**config.mk**
```make
export PLATFORM = sky130hd
export DESIGN_NAME = gtpu_decap_payload_parser_flat
export DESIGN_NICKNAME = d
export VERILOG_FILES = /design/src/hdl/gdp_pkg.sv /design/src/hdl/gdp_if.sv /design/src/hdl/gtpu_decap_payload_parser.sv /design/src/hdl/gdp_apb_regs.sv /design/src/hdl/gdp_parse_fsm.sv /design/src/hdl/gdp_payload_acc.sv /design/src/flat_wrapper.sv
export SDC_FILE = /design/constraint.sdc
export NUM_CORES = 1
export LEC_CHECK = 0
export ABC_AREA = 0
export BUFFER_PORTS_ARGS = -buffer_cell sky130_fd_sc_hd__buf_4
export CAP_MARGIN = 20
export CORE_MARGIN = 5
export CORE_UTILIZATION = 31
export DETAILED_ROUTE_END_ITERATION = 12
export GPL_TIMING_DRIVEN = 0
export PLACE_DENSITY = 0.51
export SYNTH_ARGS = -nofsm -noshare
export SYNTH_HDL_FRONTEND = slang
export SYNTH_SLANG_ARGS = --single-unit
```
**constraint.sdc**
```tcl
create_clock -name clk -period 5.54 [get_ports clk]
set_input_delay 0.277 -clock clk [delete_from_list [all_inputs] [get_ports clk]]
set_output_delay 0.277 -clock clk [all_outputs]
set_load 0.01 [all_outputs]
```
**src/hdl/gdp_pkg.sv**
```systemverilog
// ----------------------------------------------------------------------------
// gdp_pkg
// Shared types and constants for the GTP-U decapsulation payload parser:
// parse stages, status codes, header sizes and the structs between modules.
// ----------------------------------------------------------------------------
package gdp_pkg;

    // Parse stages, one per header being walked
    typedef enum logic [3:0] {
        ST_LINK     = 4'd0,
        ST_OUT_IP   = 4'd1,
        ST_OUT_UDP  = 4'd2,
        ST_GTP_BASE = 4'd3,
        ST_GTP_NEXT = 4'd4,
        ST_GTP_LEN  = 4'd5,
        ST_GTP_SKIP = 4'd6,
        ST_IN_IP    = 4'd7,
        ST_TRANS    = 4'd8,
        ST_PAYLOAD  = 4'd9
    } gdp_stage_t;

    // Packet status reported with the last byte
    typedef enum logic [3:0] {
        STATUS_OK            = 4'd0,
        STATUS_EMPTY         = 4'd1,
        STATUS_BAD_LINK      = 4'd2,
        STATUS_BAD_OUTER_IP  = 4'd3,
        STATUS_OUTER_NOT_UDP = 4'd4,
        STATUS_SHORT_UDP     = 4'd5,
        STATUS_BAD_GTP       = 4'd6,
        STATUS_BAD_INNER_IP  = 4'd7,
        STATUS_UNSUPPORTED   = 4'd8,
        STATUS_BAD_TRANSPORT = 4'd9,
        STATUS_PROTO_MISMATCH = 4'd10
    } gdp_status_t;

    // Configuration register map (register index = paddr[3:2])
    localparam int          APB_ADDR_W      = 4;
    localparam int          APB_DATA_W      = 32;
    localparam logic [1:0]  REG_TUNNEL_MODE = 2'd0;
    localparam logic [1:0]  REG_LINK_TYPE   = 2'd1;
    localparam logic [1:0]  REG_INNER_PROTO = 2'd2;

    // Register reset values
    localparam logic        TUNNEL_MODE_RST = 1'b1;
    localparam logic [1:0]  LINK_TYPE_RST   = 2'd0;
    localparam logic [7:0]  INNER_PROTO_RST = 8'd17;

    // Link types
    localparam logic [1:0]  LINK_ETHERNET   = 2'd0;
    localparam logic [1:0]  LINK_RAW_IP     = 2'd1;

    // Header geometry
    localparam logic [7:0]  ETH_HDR_LEN     = 8'd14;
    localparam logic [7:0]  UDP_HDR_LEN     = 8'd8;
    localparam logic [7:0]  GTP_HDR_LEN     = 8'd8;
    localparam logic [7:0]  TCP_HDR_LEN     = 8'd20;
    localparam logic [3:0]  IP_MIN_IHL      = 4'd5;
    localparam logic [3:0]  TCP_MIN_DOFF    = 4'd5;
    localparam logic [7:0]  IP_PROTO_OFFSET = 8'd9;
    localparam logic [7:0]  TCP_DOFF_OFFSET = 8'd12;
    localparam int          GTP_E_FLAG_BIT  = 2;

    // Protocol numbers
    localparam logic [7:0]  PROTO_TCP       = 8'd6;
    localparam logic [7:0]  PROTO_UDP       = 8'd17;

    // Hash: djb2 reduced to its bucket bits (the modulus is a power of two)
    localparam int          HASH_BUCKETS    = 1024;
    localparam int          BUCKET_BITS     = $clog2(HASH_BUCKETS);
    localparam logic [31:0] HASH_SEED       = 32'd5381;
    localparam logic [BUCKET_BITS-1:0] HASH_INIT = HASH_SEED[BUCKET_BITS-1:0];

    // Result field widths
    localparam int          STATUS_W        = 4;
    localparam int          LENGTH_W        = 16;

    typedef struct packed {
        logic       tunnel_mode;
        logic [1:0] link_type;
        logic [7:0] inner_protocol;
    } gdp_cfg_t;

    // Header walker verdict for the byte in process
    typedef struct packed {
        logic        payload_en;
        logic        hdr_ok;
        gdp_status_t hdr_status;
    } gdp_parse_t;

    // Per-packet summary, nonzero only on the last byte
    typedef struct packed {
        gdp_status_t             status;
        logic [LENGTH_W-1:0]     payload_length;
        logic [BUCKET_BITS-1:0]  hash_bucket;
    } gdp_summary_t;

    typedef struct packed {
        logic [7:0]   payload_byte;
        logic         payload_valid;
        logic         packet_done;
        gdp_summary_t summary;
    } gdp_result_t;

endpackage

```
**src/hdl/gdp_if.sv**
```systemverilog
// ----------------------------------------------------------------------------
// gdp_if
// Valid/ready channel interfaces: packet bytes in, per-byte results out.
// ----------------------------------------------------------------------------
interface gdp_pkt_if;
    logic       valid;
    logic       ready;
    logic [7:0] packet_byte;
    logic       last_byte;

    modport source (output valid, output packet_byte, output last_byte, input ready);
    modport sink   (input valid, input packet_byte, input last_byte, output ready);
endinterface

interface gdp_res_if;
    logic                            valid;
    logic                            ready;
    logic [7:0]                      payload_byte;
    logic                            payload_valid;
    logic                            packet_done;
    logic [gdp_pkg::STATUS_W-1:0]    status;
    logic [gdp_pkg::LENGTH_W-1:0]    payload_length;
    logic [gdp_pkg::BUCKET_BITS-1:0] hash_bucket;

    modport source (output valid, output payload_byte, output payload_valid,
                    output packet_done, output status, output payload_length,
                    output hash_bucket, input ready);
    modport sink   (input valid, input payload_byte, input payload_valid,
                    input packet_done, input status, input payload_length,
                    input hash_bucket, output ready);
endinterface

```
**src/hdl/gtpu_decap_payload_parser.sv**
```systemverilog
// ----------------------------------------------------------------------------
// gtpu_decap_payload_parser
// GTP-U / plain IP header parser that flags payload bytes and reports
// status, payload length and a djb2 hash bucket per packet.
// ----------------------------------------------------------------------------
// Takes one packet byte per cycle unless stalled as below, and gives one
// result per byte in the same order. Each accepted byte sits in an input
// register, is processed by the header walker and payload accumulator in a
// single step, and lands in the result register; the step that updates the
// per-packet parse state sets the one-cycle rate. A new byte is taken while a
// finished result waits, stalling only when both registers are full and the
// result is not taken. APB configuration writes go in while the block is idle,
// a user rule the block does not enforce; no clearing pass follows reset.
module gtpu_decap_payload_parser #(
    parameter int LENGTH_BITS = 16
) (
    input  logic                           clk,
    input  logic                           rst_n,
    gdp_pkt_if.sink                        pkt_in,
    gdp_res_if.source                      res_out,
    input  logic                           psel,
    input  logic                           penable,
    input  logic                           pwrite,
    input  logic [gdp_pkg::APB_ADDR_W-1:0] paddr,
    input  logic [gdp_pkg::APB_DATA_W-1:0] pwdata,
    output logic [gdp_pkg::APB_DATA_W-1:0] prdata,
    output logic                           pready
);

    gdp_pkg::gdp_cfg_t     cfg;
    gdp_pkg::gdp_parse_t   parse;
    gdp_pkg::gdp_summary_t summary;
    gdp_pkg::gdp_result_t  out_data_reg;

    logic       in_valid_reg;
    logic [7:0] in_byte_reg;
    logic       in_last_reg;
    logic       out_valid_reg;
    logic       step;

    // Advance when an item waits and the result register is free or drains
    assign step         = in_valid_reg && (!out_valid_reg || res_out.ready);
    assign pkt_in.ready = !in_valid_reg || step;

    gdp_apb_regs u_regs (
        .clk     (clk),
        .rst_n   (rst_n),
        .psel    (psel),
        .penable (penable),
        .pwrite  (pwrite),
        .paddr   (paddr),
        .pwdata  (pwdata),
        .prdata  (prdata),
        .pready  (pready),
        .cfg     (cfg)
    );

    gdp_parse_fsm u_fsm (
        .clk     (clk),
        .rst_n   (rst_n),
        .step    (step),
        .byte_in (in_byte_reg),
        .last_in (in_last_reg),
        .cfg     (cfg),
        .parse   (parse)
    );

    gdp_payload_acc #(
        .LENGTH_BITS (LENGTH_BITS)
    ) u_acc (
        .clk     (clk),
        .rst_n   (rst_n),
        .step    (step),
        .byte_in (in_byte_reg),
        .last_in (in_last_reg),
        .parse   (parse),
        .summary (summary)
    );

    // Input register
    always_ff @(posedge clk or negedge rst_n)
    begin
        if (!rst_n)
        begin
            in_valid_reg <= 1'b0;
        end
        else if (pkt_in.ready)
        begin
            in_valid_reg <= pkt_in.valid;
        end
    end

    always_ff @(posedge clk)
    begin
        if (pkt_in.ready && pkt_in.valid)
        begin
            in_byte_reg <= pkt_in.packet_byte;
            in_last_reg <= pkt_in.last_byte;
        end
    end

    // Result register
    always_ff @(posedge clk or negedge rst_n)
    begin
        if (!rst_n)
        begin
            out_valid_reg <= 1'b0;
        end
        else if (step)
        begin
            out_valid_reg <= 1'b1;
        end
        else if (res_out.ready)
        begin
            out_valid_reg <= 1'b0;
        end
    end

    always_ff @(posedge clk)
    begin
        if (step)
        begin
            out_data_reg.payload_byte  <= in_byte_reg;
            out_data_reg.payload_valid <= parse.payload_en;
            out_data_reg.packet_done   <= in_last_reg;
            out_data_reg.summary       <= summary;
        end
    end

    assign res_out.valid          = out_valid_reg;
    assign res_out.payload_byte   = out_data_reg.payload_byte;
    assign res_out.payload_valid  = out_data_reg.payload_valid;
    assign res_out.packet_done    = out_data_reg.packet_done;
    assign res_out.status         = out_data_reg.summary.status;
    assign res_out.payload_length = out_data_reg.summary.payload_length;
    assign res_out.hash_bucket    = out_data_reg.summary.hash_bucket;

    // A good packet always carries a nonzero payload length
    a_ok_has_length: assert property (@(posedge clk) disable iff (!rst_n)
        res_out.valid && res_out.packet_done && res_out.status == gdp_pkg::STATUS_OK
        |-> res_out.payload_length != '0)
        else $error("ok status with zero payload length");

    // Mid-packet results carry no summary
    a_mid_packet_clear: assert property (@(posedge clk) disable iff (!rst_n)
        res_out.valid && !res_out.packet_done
        |-> res_out.status == gdp_pkg::STATUS_OK && res_out.payload_length == '0 &&
            res_out.hash_bucket == '0)
        else $error("summary fields set before the last byte");

    // A failed packet reports no length and no bucket
    a_error_no_summary: assert property (@(posedge clk) disable iff (!rst_n)
        res_out.valid && res_out.status != gdp_pkg::STATUS_OK
        |-> res_out.payload_length == '0 && res_out.hash_bucket == '0)
        else $error("length or bucket reported with an error status");

    // A held input item stays put while the result register is blocked
    a_input_hold: assert property (@(posedge clk) disable iff (!rst_n)
        in_valid_reg && out_valid_reg && !res_out.ready
        |=> in_valid_reg && $stable(in_byte_reg) && $stable(in_last_reg))
        else $error("input item lost while output stalled");

endmodule

```
**src/hdl/gdp_apb_regs.sv**
```systemverilog
// ----------------------------------------------------------------------------
// gdp_apb_regs
// APB configuration registers: tunnel mode, link type, inner protocol.
// ----------------------------------------------------------------------------
module gdp_apb_regs (
    input  logic                             clk,
    input  logic                             rst_n,
    input  logic                             psel,
    input  logic                             penable,
    input  logic                             pwrite,
    input  logic [gdp_pkg::APB_ADDR_W-1:0]   paddr,
    input  logic [gdp_pkg::APB_DATA_W-1:0]   pwdata,
    output logic [gdp_pkg::APB_DATA_W-1:0]   prdata,
    output logic                             pready,
    output gdp_pkg::gdp_cfg_t                cfg
);

    logic       tunnel_mode_reg;
    logic [1:0] link_type_reg;
    logic [7:0] inner_proto_reg;
    logic [1:0] reg_index;
    logic       wr_en;

    assign reg_index = paddr[3:2];
    assign wr_en     = psel && penable && pwrite;
    assign pready    = 1'b1;

    // Write selected register on the access phase
    always_ff @(posedge clk or negedge rst_n)
    begin
        if (!rst_n)
        begin
            tunnel_mode_reg <= gdp_pkg::TUNNEL_MODE_RST;
            link_type_reg   <= gdp_pkg::LINK_TYPE_RST;
            inner_proto_reg <= gdp_pkg::INNER_PROTO_RST;
        end
        else if (wr_en)
        begin
            unique case (reg_index)
                gdp_pkg::REG_TUNNEL_MODE: tunnel_mode_reg <= pwdata[0];
                gdp_pkg::REG_LINK_TYPE:   link_type_reg   <= pwdata[1:0];
                gdp_pkg::REG_INNER_PROTO: inner_proto_reg <= pwdata[7:0];
                default:                  ;
            endcase
        end
    end

    // Read back
    always_comb
    begin
        unique case (reg_index)
            gdp_pkg::REG_TUNNEL_MODE: prdata = {31'd0, tunnel_mode_reg};
            gdp_pkg::REG_LINK_TYPE:   prdata = {30'd0, link_type_reg};
            gdp_pkg::REG_INNER_PROTO: prdata = {24'd0, inner_proto_reg};
            default:                  prdata = '0;
        endcase
    end

    assign cfg.tunnel_mode    = tunnel_mode_reg;
    assign cfg.link_type      = link_type_reg;
    assign cfg.inner_protocol = inner_proto_reg;

endmodule

```
**src/hdl/gdp_parse_fsm.sv**
```systemverilog
// ----------------------------------------------------------------------------
// gdp_parse_fsm
// Header walker: tracks the current header and byte offset, checks IHL,
// protocol, GTP extension chain and TCP data offset, one byte per step.
// ----------------------------------------------------------------------------
module gdp_parse_fsm (
    input  logic                clk,
    input  logic                rst_n,
    input  logic                step,
    input  logic [7:0]          byte_in,
    input  logic                last_in,
    input  gdp_pkg::gdp_cfg_t   cfg,
    output gdp_pkg::gdp_parse_t parse
);

    gdp_pkg::gdp_stage_t  stage_reg, stage_next, work_stage;
    gdp_pkg::gdp_status_t err_reg, err_next;
    logic [7:0] bih_reg, bih_next, work_bih, bih_plus;
    logic [7:0] hl_reg, hl_next, ip_hl, trans_hl, trans_len;
    logic [7:0] ext_reg, ext_next, ext_dec;
    logic       flag_reg, flag_next;
    logic [7:0] proto_reg, proto_next;
    logic [3:0] ihl, doff;
    logic       ip_first, ip_bad, ip_done, inner_ok, tcp_chk;

    function automatic gdp_pkg::gdp_status_t trunc_code(gdp_pkg::gdp_stage_t s);
        gdp_pkg::gdp_status_t code;
        unique case (s)
            gdp_pkg::ST_LINK:    code = gdp_pkg::STATUS_BAD_LINK;
            gdp_pkg::ST_OUT_IP:  code = gdp_pkg::STATUS_BAD_OUTER_IP;
            gdp_pkg::ST_OUT_UDP: code = gdp_pkg::STATUS_SHORT_UDP;
            gdp_pkg::ST_IN_IP:   code = gdp_pkg::STATUS_BAD_INNER_IP;
            gdp_pkg::ST_TRANS:   code = gdp_pkg::STATUS_BAD_TRANSPORT;
            default:             code = gdp_pkg::STATUS_BAD_GTP;
        endcase
        return code;
    endfunction

    // Raw IP link enters the IP header on its first byte
    assign work_stage = (stage_reg == gdp_pkg::ST_LINK) ? gdp_pkg::ST_OUT_IP : stage_reg;
    assign work_bih   = (stage_reg == gdp_pkg::ST_LINK) ? 8'd0 : bih_reg;
    assign bih_plus   = work_bih + 8'd1;

    // IPv4 header length and completion
    assign ihl      = byte_in[3:0];
    assign ip_first = (work_bih == 8'd0);
    assign ip_bad   = ip_first && (ihl < gdp_pkg::IP_MIN_IHL);
    assign ip_hl    = ip_first ? {2'b00, ihl, 2'b00} : hl_reg;
    assign ip_done  = (bih_plus >= ip_hl);

    // Transport header length
    assign inner_ok  = (cfg.inner_protocol == gdp_pkg::PROTO_TCP) ||
                       (cfg.inner_protocol == gdp_pkg::PROTO_UDP);
    assign trans_len = (cfg.inner_protocol == gdp_pkg::PROTO_TCP) ?
                       gdp_pkg::TCP_HDR_LEN : gdp_pkg::UDP_HDR_LEN;
    assign doff      = byte_in[7:4];
    assign tcp_chk   = (work_bih == gdp_pkg::TCP_DOFF_OFFSET) &&
                       (cfg.inner_protocol == gdp_pkg::PROTO_TCP);
    assign trans_hl  = tcp_chk ? {2'b00, doff, 2'b00} : hl_reg;
    assign ext_dec   = ext_reg - 8'd1;

    // State registers
    always_ff @(posedge clk or negedge rst_n)
    begin
        if (!rst_n)
        begin
            stage_reg <= gdp_pkg::ST_LINK;
            err_reg   <= gdp_pkg::STATUS_OK;
            bih_reg   <= '0;
            hl_reg    <= '0;
            ext_reg   <= '0;
            flag_reg  <= 1'b0;
            proto_reg <= '0;
        end
        else if (step)
        begin
            stage_reg <= stage_next;
            err_reg   <= err_next;
            bih_reg   <= bih_next;
            hl_reg    <= hl_next;
            ext_reg   <= ext_next;
            flag_reg  <= flag_next;
            proto_reg <= proto_next;
        end
    end

    // Next state and verdict
    always_comb
    begin
        stage_next       = stage_reg;
        err_next         = err_reg;
        bih_next         = bih_reg;
        hl_next          = hl_reg;
        ext_next         = ext_reg;
        flag_next        = flag_reg;
        proto_next       = proto_reg;
        parse.payload_en = 1'b0;

        if (err_reg == gdp_pkg::STATUS_OK)
        begin
            if (stage_reg == gdp_pkg::ST_PAYLOAD)
            begin
                parse.payload_en = 1'b1;
            end
            else if (stage_reg == gdp_pkg::ST_LINK &&
                     cfg.link_type != gdp_pkg::LINK_ETHERNET &&
                     cfg.link_type != gdp_pkg::LINK_RAW_IP)
            begin
                err_next = gdp_pkg::STATUS_BAD_LINK;
            end
            else if (stage_reg == gdp_pkg::ST_LINK &&
                     cfg.link_type == gdp_pkg::LINK_ETHERNET)
            begin
                // Skip the Ethernet header
                bih_next = bih_reg + 8'd1;
                if (bih_next >= gdp_pkg::ETH_HDR_LEN)
                begin
                    stage_next = gdp_pkg::ST_OUT_IP;
                    bih_next   = '0;
                end
            end
            else
            begin
                stage_next = work_stage;
                bih_next   = work_bih;
                unique case (work_stage)
                    gdp_pkg::ST_OUT_IP, gdp_pkg::ST_IN_IP:
                    begin
                        if (ip_bad)
                        begin
                            err_next = (work_stage == gdp_pkg::ST_OUT_IP) ?
                                       gdp_pkg::STATUS_BAD_OUTER_IP :
                                       gdp_pkg::STATUS_BAD_INNER_IP;
                        end
                        else
                        begin
                            hl_next  = ip_hl;
                            bih_next = bih_plus;
                            if (work_bih == gdp_pkg::IP_PROTO_OFFSET)
                            begin
                                proto_next = byte_in;
                            end
                            if (ip_done)
                            begin
                                if (work_stage == gdp_pkg::ST_OUT_IP && cfg.tunnel_mode)
                                begin
                                    if (proto_reg != gdp_pkg::PROTO_UDP)
                                    begin
                                        err_next = gdp_pkg::STATUS_OUTER_NOT_UDP;
                                    end
                                    else
                                    begin
                                        stage_next = gdp_pkg::ST_OUT_UDP;
                                        bih_next   = '0;
                                    end
                                end
                                else if (work_stage == gdp_pkg::ST_OUT_IP &&
                                         proto_reg != cfg.inner_protocol)
                                begin
                                    err_next = gdp_pkg::STATUS_PROTO_MISMATCH;
                                end
                                else if (!inner_ok)
                                begin
                                    err_next = gdp_pkg::STATUS_UNSUPPORTED;
                                end
                                else
                                begin
                                    stage_next = gdp_pkg::ST_TRANS;
                                    bih_next   = '0;
                                    hl_next    = trans_len;
                                end
                            end
                        end
                    end
                    gdp_pkg::ST_OUT_UDP:
                    begin
                        bih_next = bih_plus;
                        if (bih_plus >= gdp_pkg::UDP_HDR_LEN)
                        begin
                            stage_next = gdp_pkg::ST_GTP_BASE;
                            bih_next   = '0;
                        end
                    end
                    gdp_pkg::ST_GTP_BASE:
                    begin
                        if (work_bih == 8'd0)
                        begin
                            flag_next = byte_in[gdp_pkg::GTP_E_FLAG_BIT];
                        end
                        bih_next = bih_plus;
                        if (bih_plus >= gdp_pkg::GTP_HDR_LEN)
                        begin
                            stage_next = flag_reg ? gdp_pkg::ST_GTP_NEXT : gdp_pkg::ST_IN_IP;
                            bih_next   = '0;
                        end
                    end
                    gdp_pkg::ST_GTP_NEXT:
                    begin
                        stage_next = (byte_in == 8'd0) ? gdp_pkg::ST_IN_IP : gdp_pkg::ST_GTP_LEN;
                        bih_next   = '0;
                    end
                    gdp_pkg::ST_GTP_LEN:
                    begin
                        ext_next   = byte_in;
                        stage_next = (byte_in == 8'd0) ? gdp_pkg::ST_GTP_NEXT :
                                                         gdp_pkg::ST_GTP_SKIP;
                        bih_next   = '0;
                    end
                    gdp_pkg::ST_GTP_SKIP:
                    begin
                        ext_next = ext_dec;
                        if (ext_dec == 8'd0)
                        begin
                            stage_next = gdp_pkg::ST_GTP_NEXT;
                            bih_next   = '0;
                        end
                    end
                    gdp_pkg::ST_TRANS:
                    begin
                        if (tcp_chk && doff < gdp_pkg::TCP_MIN_DOFF)
                        begin
                            err_next = gdp_pkg::STATUS_BAD_TRANSPORT;
                        end
                        else
                        begin
                            hl_next  = trans_hl;
                            bih_next = bih_plus;
                            if (bih_plus >= trans_hl)
                            begin
                                stage_next = gdp_pkg::ST_PAYLOAD;
                                bih_next   = '0;
                            end
                        end
                    end
                    default:
                    begin
                        stage_next = stage_reg;
                    end
                endcase
            end
        end

        // Verdict from the updated state
        parse.hdr_ok     = (err_next == gdp_pkg::STATUS_OK) &&
                           (stage_next == gdp_pkg::ST_PAYLOAD);
        parse.hdr_status = (err_next != gdp_pkg::STATUS_OK) ? err_next :
                           trunc_code(stage_next);

        // Drop all packet state after the last byte
        if (last_in)
        begin
            stage_next = gdp_pkg::ST_LINK;
            err_next   = gdp_pkg::STATUS_OK;
            bih_next   = '0;
            hl_next    = '0;
            ext_next   = '0;
            flag_next  = 1'b0;
            proto_next = '0;
        end
    end

endmodule

```
**src/hdl/gdp_payload_acc.sv**
```systemverilog
// ----------------------------------------------------------------------------
// gdp_payload_acc
// Payload byte counter (saturating) and djb2 hash kept at bucket width;
// forms the per-packet summary on the last byte.
// ----------------------------------------------------------------------------
module gdp_payload_acc #(
    parameter int LENGTH_BITS = 16
) (
    input  logic                  clk,
    input  logic                  rst_n,
    input  logic                  step,
    input  logic [7:0]            byte_in,
    input  logic                  last_in,
    input  gdp_pkg::gdp_parse_t   parse,
    output gdp_pkg::gdp_summary_t summary
);

    logic [LENGTH_BITS-1:0]          count_reg, count_upd;
    logic [gdp_pkg::BUCKET_BITS-1:0] hash_reg, hash_upd;

    // Count and hash payload bytes
    always_comb
    begin
        count_upd = count_reg;
        hash_upd  = hash_reg;
        if (parse.payload_en)
        begin
            if (count_reg != '1)
            begin
                count_upd = count_reg + LENGTH_BITS'(1);
            end
            hash_upd = hash_reg + (hash_reg << 5) + gdp_pkg::BUCKET_BITS'(byte_in);
        end
    end

    // Hold accumulators, clear after the last byte
    always_ff @(posedge clk or negedge rst_n)
    begin
        if (!rst_n)
        begin
            count_reg <= '0;
            hash_reg  <= gdp_pkg::HASH_INIT;
        end
        else if (step)
        begin
            count_reg <= last_in ? '0 : count_upd;
            hash_reg  <= last_in ? gdp_pkg::HASH_INIT : hash_upd;
        end
    end

    // Summary fields, zero except on the last byte; length and bucket only on a good one
    always_comb
    begin
        summary.status         = gdp_pkg::STATUS_OK;
        summary.payload_length = '0;
        summary.hash_bucket    = '0;
        if (last_in)
        begin
            if (!parse.hdr_ok)
            begin
                summary.status = parse.hdr_status;
            end
            else if (count_upd == '0)
            begin
                summary.status = gdp_pkg::STATUS_EMPTY;
            end
            else
            begin
                summary.payload_length = gdp_pkg::LENGTH_W'(count_upd);
                summary.hash_bucket    = hash_upd;
            end
        end
    end

endmodule

```
**src/flat_wrapper.sv**
```systemverilog
// flat-port wrapper written by rule: the top's interface ports become plain ports
module gtpu_decap_payload_parser_flat 
#(
    parameter int LENGTH_BITS = 16
)
  (clk, rst_n, psel, penable, pwrite, paddr, pwdata, prdata, pready, pkt_in_valid, pkt_in_packet_byte, pkt_in_last_byte, pkt_in_ready, res_out_valid, res_out_payload_byte, res_out_payload_valid, res_out_packet_done, res_out_status, res_out_payload_length, res_out_hash_bucket, res_out_ready);
  gdp_pkt_if pkt_in_i ();
  gdp_res_if res_out_i ();
  input  logic clk;
  input  logic rst_n;
  input  logic psel;
  input  logic penable;
  input  logic pwrite;
  input  logic [gdp_pkg::APB_ADDR_W-1:0] paddr;
  input  logic [gdp_pkg::APB_DATA_W-1:0] pwdata;
  output logic [gdp_pkg::APB_DATA_W-1:0] prdata;
  output logic pready;
  input wire logic [$bits(pkt_in_i.valid)-1:0] pkt_in_valid;
  input wire logic [$bits(pkt_in_i.packet_byte)-1:0] pkt_in_packet_byte;
  input wire logic [$bits(pkt_in_i.last_byte)-1:0] pkt_in_last_byte;
  output wire logic [$bits(pkt_in_i.ready)-1:0] pkt_in_ready;
  output wire logic [$bits(res_out_i.valid)-1:0] res_out_valid;
  output wire logic [$bits(res_out_i.payload_byte)-1:0] res_out_payload_byte;
  output wire logic [$bits(res_out_i.payload_valid)-1:0] res_out_payload_valid;
  output wire logic [$bits(res_out_i.packet_done)-1:0] res_out_packet_done;
  output wire logic [$bits(res_out_i.status)-1:0] res_out_status;
  output wire logic [$bits(res_out_i.payload_length)-1:0] res_out_payload_length;
  output wire logic [$bits(res_out_i.hash_bucket)-1:0] res_out_hash_bucket;
  input wire logic [$bits(res_out_i.ready)-1:0] res_out_ready;
  assign pkt_in_i.valid = pkt_in_valid;
  assign pkt_in_i.packet_byte = pkt_in_packet_byte;
  assign pkt_in_i.last_byte = pkt_in_last_byte;
  assign pkt_in_ready = pkt_in_i.ready;
  assign res_out_valid = res_out_i.valid;
  assign res_out_payload_byte = res_out_i.payload_byte;
  assign res_out_payload_valid = res_out_i.payload_valid;
  assign res_out_packet_done = res_out_i.packet_done;
  assign res_out_status = res_out_i.status;
  assign res_out_payload_length = res_out_i.payload_length;
  assign res_out_hash_bucket = res_out_i.hash_bucket;
  assign res_out_i.ready = res_out_ready;
  gtpu_decap_payload_parser #(.LENGTH_BITS(LENGTH_BITS)) u_core (.clk(clk), .rst_n(rst_n), .pkt_in(pkt_in_i), .res_out(res_out_i), .psel(psel), .penable(penable), .pwrite(pwrite), .paddr(paddr), .pwdata(pwdata), .prdata(prdata), .pready(pready));
endmodule
```
# Yosys cells after proc, flatten, opt, wreduce, memory -nomap -nowiden
# Cells that the tools add are included.
dict set report op_classes {
  reduce_logical 50
  n_eq_ne 30
  addsub 6
  magnitude_cmp 6
  n_mux 104
  bitwise 2
}
# op n
set ops {}
lappend ops {{$mux W8} 43}
lappend ops {{$mux W4} 32}
lappend ops {{$mux W16} 3}
lappend ops {{$pmux W8 S5} 1}
lappend ops {{$pmux W8 S2} 2}
lappend ops {{$pmux W4 S7} 1}
lappend ops {{$logic_not A8 Y1} 3}
lappend ops {{$pmux W8 S3} 1}
lappend ops {{$eq A4 B3 Y1 const B} 5}
lappend ops {{$mux W10} 2}
lappend ops {{$pmux W4 S5} 1}
lappend ops {{$add A16 B1 Y16 const B} 1}
lappend ops {{$add A8 B1 Y8 const B} 2}
lappend ops {{$eq A4 B4 Y1 const B} 4}
lappend ops {{$eq A8 B4 Y1 const B} 2}
lappend ops {{$ge A8 B4 Y1 const B} 2}
lappend ops {{$ge A8 B8 Y1} 2}
lappend ops {{$logic_not A16 Y1} 1}
lappend ops {{$logic_not A4 Y1} 4}
lappend ops {{$ne A16 B16 Y1 const B} 1}
lappend ops {{$reduce_and A8 Y1} 2}
lappend ops {{$reduce_bool A2 Y1} 7}
lappend ops {{$logic_and A1 B1 Y1} 13}
lappend ops {{$eq A4 B2 Y1 const B} 3}
lappend ops {{other kinds (30)} 60}
dict set report word_totals {
  output_inout_bits 75
  regBits 129
  wordCells 220
  inputBits 52
}

# Depth between registers and ports, before layout
dict set report logic_depth {
  word_depth 17
  ltp_mapped 19
}

# Hierarchy
# From an unflattened synthesis, not the netlist that was laid out.
dict set report hier_totals {
  cells_unflattened 974
  area_unflattened_um2 8928.6
}
# mod n_inst seq_area_each_um2 cells_each area_per_inst_um2
set by_module_without_submodules {}
lappend by_module_without_submodules {gdp_parse_fsm 1 1026.0 518 4058.9}
lappend by_module_without_submodules {gdp_payload_acc 1 654.4 332 2571.2}
lappend by_module_without_submodules {gtpu_decap_payload_parser 1 1521.5 57 1575.3}
lappend by_module_without_submodules {gdp_apb_regs 1 279.0 67 723.2}

# Worst setup path after synthesis
# OpenSTA, ideal clock, no wires.
dict set report synth_path {
  path_kind {register to register}
  from {register u_core.u_fsm.stage_reg[2]}
  to {register u_core.out_data_reg, in the netlist u_core.res_out.hash_bucket[7], data pin}
  setup_ps 140
  t_arrival_ps 4389
  path_stages_with_launch 20
  slack_ps 1011
  n_path_buf 4
  cell_sequence {dfrtp_1 > buf_6 > or4_1 > buf_2 > nand2_1 > ha_1 > nand2b_1 > clkbuf_1 > and2_1 > ha_1 > nand2b_1 > a211oi_1 > o221ai_1 > and4bb_2 > or3_4 > nor4_2 > nor3b_4 > nand4_4 > buf_6 > a21oi_2}
}
dict set report synth_between {
  elab_chain_cells 17
  word_cells_on_any_way 67
}
# element line
set synth_lines {}
lappend synth_lines {{from (decl)} gdp_parse_fsm.sv:16} ;# gdp_pkg::gdp_stage_t stage_reg, stage_next, work_stage;
lappend synth_lines {{from (signal assigned)} gdp_parse_fsm.sv:67} ;# stage_reg <= gdp_pkg::ST_LINK;
lappend synth_lines {{from (signal assigned)} gdp_parse_fsm.sv:77} ;# stage_reg <= stage_next;
lappend synth_lines {{parallel branches: the longest is 17 deep, another holds $add A8 B1 Y8} n/a}
lappend synth_lines {{to (decl)} gtpu_decap_payload_parser.sv:33} ;# gdp_pkg::gdp_result_t out_data_reg;
# Parallel ways; which one is timed is not known.
# A chain may end at the register's enable or synchronous reset.

# Worst setup path after layout
dict set report layout_path {
  from {register u_core.u_fsm.stage_reg[2]}
  to {register u_core.out_data_reg, in the netlist u_core.res_out.hash_bucket[2], data pin}
}
# The elaborated chain is that of the path after synthesis.

==> metrics.cfg <==
[cells_and_area]
drive_above_1_share_pct = 20.87
fin_nets = 1122
area_delta_synth_final_pct = 20.33
final_core_util_pct = 38.03
nFillCells = 2757
antenna_cells = 0

[clock_network]
htreeDepth = 4
cts_buffers = 17
cts_tree = yes
cts_buffer_depth = 2
root_buffer = clkbuf_16
clock_latency_ns = 0.42
clkSinkCount = 129
clk_pin_slew_ns = 0.06

[global_route]
grt_pass1_vias = 7078
grt_util_all_layers_pct = 15.94
grt_max_degree = 58
antenna_found_initial = 0
grt_pass1_wl_um = 39450
overflow = 0

[outcome]
status = finished, final reports clean

[yosys]
synth_top_area_cell = dfrtp_1
synth-edff-count = 49
synth_ff_type = dfrtp_1
synthTopCellsByArea = dfrtp_1 22%, edfxtp_1 17%, ha_1 5.6%
yosysWarnings = 0
ys_ff_latch = 129
syn_inst = 908
synth_area_mm2 = 0.008541
synth-seq-area-share_pct = 40.76
synth_cell_types = 86
async_reset_ff_share_pct = 62.02
syn_avg_cell_area_um2 = 9.406
synth.top_cell.area_share_pct = 21.68

[critical_path]
crit_type = register to register
reg2reg_slack_ns = 0.45
r2r.worst_path.cells = 19
end_kind = register
critPathLaunchType = register
r2r_start = u_core.u_fsm.stage_reg[2]
path_max_fanout = 10
worstPathArrival_ns = 5.36
r2r_end = u_core.res_out.hash_bucket[2]
worstPathRequired_ns = 5.81

[sta]
slew_violations = 0
fin_crit_sh_pct = 91.82
maxSlewHeadroom_pct = 38.36
finalCriticalPeriod_ns = 5.087
finalSetupViolCount = 0
fmax_mhz = 196.6
worst_hold_slack_ns = 0.02479
worst_pin_slew_ns = 0.9170
tns_ns = 0
fin_skew_ns = 0.009043
rsz0062_at_grt = no
hold_viol = 0

[place]
routabilityCongestion = 0.9279
io_buffer_count = 74
hpwlAfterDp_um = 17910

[power]
switchingPower_uw = 1313
intPower_uw = 2323
power_frac_seq_pct = 34.5
power_leakage_uw = 0.004259
sw_frac_of_total_pct = 36.10
power_frac_comb_pct = 35.0
ir_worst_vdd_v = 0.0001915
pwr-share-clk_pct = 30.4
pwr_density_cell_mw_per_mm2 = 353.8

[floorplan]
io_pins = 127
coreArea_mm2 = 0.02703
start_util_pct = 31.60
die_w_um = 176.0
placementRows = 60
fp.dieH_um = 176.0
fp.dieArea_mm2 = 0.03097

[detailed_routing]
drt_first_pass_iters = 5
drc = 0
totalWireLength_um = 24410
vias = 7158
drtIter0Drc = 513
avgViaCountPerCell = 5.183
wire_per_inst_um = 17.67
antenna_left = 0

[hold_path]
hp-class = primary input to register
hold_end = u_core.in_byte_reg[5]
hold_start = pkt_in_packet_byte[5]
holdPathStages = 1

[job]
cap_viol_max_count = 0

## cell usage in the layout, fill, tap and decap left out, types with 5 or more instances in the layout
cell	instances
mux2_2	12
a22o_1	17
buf_4	99
o22ai_1	8
and2_1	16
mux2i_1	17
a211oi_1	9
nor2_2	15
or3_1	7
xnor2_1	28
buf_6	7
conb_1	25
a21boi_0	12
nor4_1	12
buf_2	9
and3_1	7
nand2b_1	8
o21ai_0	72
or4_1	6
o21a_1	7
nand3_1	27
inv_1	17
nand4_1	11
a31oi_1	8
clkbuf_1	24
xor2_1	8
a21oi_1	49
clkbuf_16	17
nor3_1	34
ha_1	38
edfxtp_1	49
nor2_1	64
dfrtp_1	74
dfstp_2	6
nand2_1	97
a21oi_2	9
nor4b_1	5
a21o_1	10
## critical path, cell delays in order (launching register included)
cell and delay, ns:
dfrtp_1 0.37, buf_6 0.13, or4_1 0.50, buf_2 0.18
nand2_1 0.13, inv_1 0.12, ha_1 0.22, nand3_1 0.14
o21ai_0 0.17, a21oi_2 0.27, ha_1 0.27, o21ai_0 0.12
or2b_2 0.37, and2_2 0.22, a311o_1 0.40, nor4_4 0.36
nor3b_4 0.31, nand4_4 0.23, buf_6 0.25, a21oi_2 0.14
## power by group through the flow
stage                     registers [uW]  logic (uW)  clock network (uW)
after floorplan                     1240         922                   0
after global placement              1270        1230                   0
after detailed placement            1270        1240                   0
after CTS                           1260        1250                1130
after global routing                1280        1420                1180
final                               1260        1270                1110
## metrics by stage
| stage | area, um^2 | worst slack, ns | instances | power, uW |
|---|---|---|---|---|
| finish | 10280 | 0.4531 | 1381 | 3636 |
| global route | 10280 | 0.1111 | 1381 | 3873 |
| CTS | 10240 | 0.07141 | 1380 | 3639 |
| detailed placement | 9664 | 0.1263 | 1348 | 2513 |
| global placement | 9609 | 0.1056 | 1346 | 2506 |
| floorplan | 8627 | 1.011 | 931 | 2162 |
## routing by layer
metal | part of all wire, % | GRT usage, %
met1 | 49 | 23.23
met2 | 45 | 24.57
met3 | 4.4 | 2.719
met4 | 1.7 | 4.288
met5 | 0 | 0
## worst max path at each step
stage,start,to,slack (ns),depth (start not counted)
finish,u_core.u_fsm.stage_reg[2],u_core.res_out.hash_bucket[2],0.45,19
global route,u_core.u_fsm.stage_reg[2],u_core.res_out.hash_bucket[2],0.11,18
CTS,u_core.u_fsm.stage_reg[2],u_core.res_out.hash_bucket[2],0.07,19
detailed placement,u_core.u_fsm.stage_reg[2],u_core.res_out.hash_bucket[2],0.13,19
global placement,u_core.u_fsm.stage_reg[2],u_core.res_out.hash_bucket[2],0.11,19
floorplan,u_core.u_fsm.stage_reg[2],u_core.res_out.hash_bucket[7],1.01,19
## cells in the mapped netlist (all sizes together), types with 3 or more instances
library cell   n
o31ai          3
a21o          12
fa             4
clkbuf        28
mux2i         17
or4            6
nand4         12
o21a           7
dfstp          6
xnor2         28
a21oi         58
nand2         98
inv           17
ha            38
a22o          17
a32o           4
a211oi         9
or3            9
o41ai          3
nor2b          3
nor3          35
dfrtp         74
nor3b          3
o21ai         73
mux2          12
a21boi        12
nor4          15
a31oi          8
o22ai          8
xor2           8
nand3         27
nor2          79
nor4b          5
o21bai         3
and3           8
and2          17
or2b           4
nor4bb         4
buf           40
nand2b         9
edfxtp        49
## layout make-up
cell class / instances / area, um^2 / share of cell area [%]
clock buffers: 18 / 429.2 / 4.176
flip-flops and latches: 129 / 3481 / 33.87
repair buffers: 79 / 623.1 / 6.063
plain buffers: 67 / 439.2 / 4.273
multi-input cells: 715 / 4668 / 45.42
well taps: 341 / 426.7 / 4.151
clock inverters: 13 / 138.9 / 1.351
inverters: 19 / 71.32 / 0.6939
## logic make-up (layout without fill, tap and decap cells)
logic type               after synthesis  after routing  synth area share (%)
AO/OA/AOI/OAI                        236            236                 17.93
XOR/XNOR                              36             36                 3.692
adder cells (fa/ha/maj)               42             42                 6.505
buffers and inverters                 87            196                 6.007
flip-flops                           129            129                 40.76
multiplexers                          29             29                 3.575
other                                  2             25               0.08793
AND/OR/NAND/NOR                      347            347                 21.45
## what timing repair did
action                     in CTS  in global routing
hold endpoints to repair       21                  0
setup endpoints to repair       0                 29
resized for setup               0                  5
hold buffers                    1                  0
setup buffers                   0                  0
No activity file was read; power rests on OpenSTA's default activity.
